### src/design/mcant_ram.sv
// Generic synchronous RAM: one write port, one read port, registered read data.
// Depth is 2**ADDR_W entries of WIDTH bits. No dependencies.
module mcant_ram #(
   parameter int WIDTH  = 8,
   parameter int ADDR_W = 8
) (
   input  logic              clock,
   input  logic              wr_en,
   input  logic [ADDR_W-1:0] wr_addr,
   input  logic [WIDTH-1:0]  wr_data,
   input  logic [ADDR_W-1:0] rd_addr,
   output logic [WIDTH-1:0]  rd_data
);

   logic [WIDTH-1:0] mem [2**ADDR_W];

   // write, then register the read word
   always_ff @(posedge clock) begin
      if (wr_en) begin
         mem[wr_addr] <= wr_data;
      end
      rd_data <= mem[rd_addr];
   end

endmodule

### config.mk
export PLATFORM = sky130hd
export DESIGN_NAME = mcant_ram
export DESIGN_NICKNAME = d
export VERILOG_FILES = /design/src/design/mcant_ram.sv
export SDC_FILE = /design/constraint.sdc
export NUM_CORES = 2
export LEC_CHECK = 0
export ABC_CLOCK_PERIOD_IN_PS = 3300
export BUFFER_PORTS_ARGS = -buffer_cell sky130_fd_sc_hd__buf_2
export CAP_MARGIN = 40
export CORE_UTILIZATION = 55
export CTS_BUF_LIST = sky130_fd_sc_hd__clkbuf_4 sky130_fd_sc_hd__clkbuf_8
export DETAILED_ROUTE_END_ITERATION = 8
export GPL_TIMING_DRIVEN = 1
export PLACE_DENSITY = 0.8
export SYNTH_ARGS = -nofsm -noshare
export SYNTH_HDL_FRONTEND = slang
export SYNTH_SLANG_ARGS = --single-unit
### constraint.sdc
create_clock -name clock -period 3.3 [get_ports clock]
set_clock_uncertainty 0.15 [all_clocks]
set_input_delay 0.33 -clock clock [delete_from_list [all_inputs] [get_ports clock]]
set_output_delay 0.33 -clock clock [all_outputs]
set_load 0.005 [all_outputs]
==> key figures <==
Detailed routing
  • DR vias/cell: 6.44
  • DRC Markers: 0
  • Pre-antenna DRT Iters: 6
  • Routed wire length: 192 mm
  • Drt first-iter violations: 5788
  • Via count: 41700
  • Routed WL per cell: 29.6 um
  • ANT nets after route: 0

Cells and area
  • Most frequent cells in the layout: edfxtp_1 (2048), mux4_2 (454), buf_4 (406)
  • Syn-to-layout area delta: 14.6%
  • Final net count: 4361
  • Layout filler cell count: 8913
  • Area of the multi-input gates: 16500 um^2
  • Most common cell after layout, fill and taps aside: edfxtp_1
  • FF/Latch Area: 61700 um^2
  • Layout cells sized above 1: 31.3%
  • Final non-filler cell total: 6473

CTS
  • Clock Sinks: 2056
  • CTS root buffer: clkbuf_8
  • Worst-Skew Late Latency: 1.01 ns
  • Clock slew at reported path FFs: 0.06 ns
  • CTS tree: done
  • CTS Hold Bufs: 20
  • Number of H-tree levels: 5
  • CTS Buf Count: 322
  • Clk buf depth: 4
  • Post-CTS Setup Repair Bufs: 0
  • CTS resizes: 0

Timing
  • Worst Tran Pin Value: 0.957 ns
  • Final Hold Viols: 0
  • Setup TNS: 0 ns
  • Final WS setup: 0.400 ns
  • Final Cycle Share: 87.9%
  • Final setup viols: 0
  • FMAX: 345 MHz
  • Fin crit period: 2.90 ns
  • Max_slew headroom: 35.6%
  • RSZ-0062 raised after global routing: no
  • Max-slew violation total from the final report: 0

Outcome
  • Status: finished, final reports clean

Worst setup path
  • Crit path required time: 4.02 ns
  • Crit-path max FO: 1
  • R2R setup slack: 0.40 ns
  • Worst Path Arrival: 3.62 ns
  • Worst R2R End: rd_data[0]
  • R2r startpoint: mem[101][0]
  • Crit path kind: flop to flop
  • Worst Setup End Kind: flop
  • Type of origin of the critical path: flop
  • R2R depth: 7

Logic synthesis
  • Distinct cells, synth: 55
  • Post-Syn Instances: 3733
  • Post-Syn Area: 79600 um^2
  • YS warnings: 0
  • Register area share after synthesis: 77.5%
  • Most used DFF post-synth: edfxtp_1
  • FFs w/ async S/R, synth: 0%
  • Syn_nets: 3759
  • Syn avg cell area: 21.3 um^2
  • Flops & latches, synth: 2056
  • Post-synth EDFFs: 2048

Floorplanning
  • Total core area: 143000 um^2
  • Die area: 146000 um^2
  • Die Span Y: 382 um
  • Die width: 382 um
  • Rows: 139
  • Initial Utilization: 55.4%
  • Ports: 34

Power and ir drop
  • Leak: 0.0293 uW
  • Worst vdd ir: 0.473 mV
  • Pwr dens: 573 nW/um^2

Worst hold path
  • Hold Path End: mem[176][6]
  • Worst Hold Depth: 4
  • Tightest Hold Check Type: input pin to flop
  • Min-delay src: wr_en

Global route
  • Largest net degree at the start of global routing: 105
  • Initial antenna violation count: 11
  • First-pass GRT wire length: 278 mm
  • Number of global-route vias before repair: 42000
  • Grt total ovfl: 0
  • GR Util All Layers: 26.4%

Placement
  • Gpl congestion: 0.882
  • Port bufs: 33
  • Post-Place Setup Slack: -0.318 ns
  • Placed cell count: 5894
  • DP HPWL: 118 mm

Flow run
  • # Max-Cap Violations: 0
==> area by class of cell <==
cell class | instances | share of cell area (%)
sequential | 2056 | 67.6
timing repair buffer | 511 | 5.00
multi-input combinational | 1442 | 18.1
clock buffer | 420 | 5.76
antenna | 8 | 0.0220
tap | 1903 | 2.61
inverter | 2 | 0.00823
clock inverter | 131 | 0.900
==> power by group <==
group | internal [uW] | total (uW) | leakage (uW) | switching [uW]
combinational | 1050 | 2770 | 0.00762 | 1720
clock | 11100 | 20600 | 0.00319 | 9490
sequential | 28800 | 28800 | 0.0185 | 55.1
==> worst max path at each step <==
stage / start / to / cells past startpoint / slack [ns]
global placement: rd_addr[0] / rd_data[0] / 10 / -0.30
global route: mem[81][0] / rd_data[0] / 6 / 0.46
CTS: mem[65][0] / rd_data[0] / 6 / 0.43
finish: mem[101][0] / rd_data[0] / 7 / 0.40
detailed placement: rd_addr[0] / rd_data[0] / 10 / -0.32
floorplan: rd_addr[0] / rd_data[2] / 9 / 0.88
==> logic make-up after synthesis <==
kind of cell	synth area share (%)
buf+inv	1.83
compound gates	3.42
mux	14.6
flops	77.5
simple gates	2.63
==> metal layers <==
| metal | share of wire [%] | up-vias | global-route usage, % |
|---|---|---|---|
| met2 | 47 | 2969 | 40.7 |
| met1 | 36 | 21300 | 36.1 |
| met4 | 4.1 | 14 | 10.2 |
| met3 | 13 | 452 | 7.25 |
| met5 | 0.052 | - | 0 |
| li1 | - | 16900 | - |
==> synth_stat cells (27+ instances only) <==
cell,count,area [um^2]
nor2b_1,31,194
o22ai_1,28,175
mux2i_1,134,1340
o221ai_1,46,403
edfxtp_1,2048,61500
a22oi_1,133,998
nand2_1,33,124
mux4_2,454,10200
clkbuf_1,111,417
nand3_1,34,170
buf_2,31,155
a21oi_1,96,480
buf_4,27,203
nor2_1,282,1060
==> sequential cells by signal (all words and copies together), names as in the netlist <==
register	cells
rd_data	8
mem	2048
==> critical path, stage by stage, from the launching register on <==
cell      delay (ns)
edfxtp_1        0.38
mux4_2          0.48
nor2b_1         0.17
a211oi_1        0.38
nor3_1          0.12
nor4_1          0.76
buf_4           0.27
nor4_2          0.05
==> metrics by stage <==
step / util [%] / hold slack, ns / instance area (um^2) / total power, uW
global placement: 59.2 / 0.644 / 84900 / 32000
detailed placement: 59.2 / 0.650 / 84900 / 32100
floorplan: - / 0.279 / 79600 / 30800
finish: 63.6 / 0.124 / 91200 / 52200
CTS: 63.5 / 0.0250 / 91200 / 52400
global route: 63.5 / 0.0871 / 91200 / 53600
No activity file was read; power rests on OpenSTA's default activity.
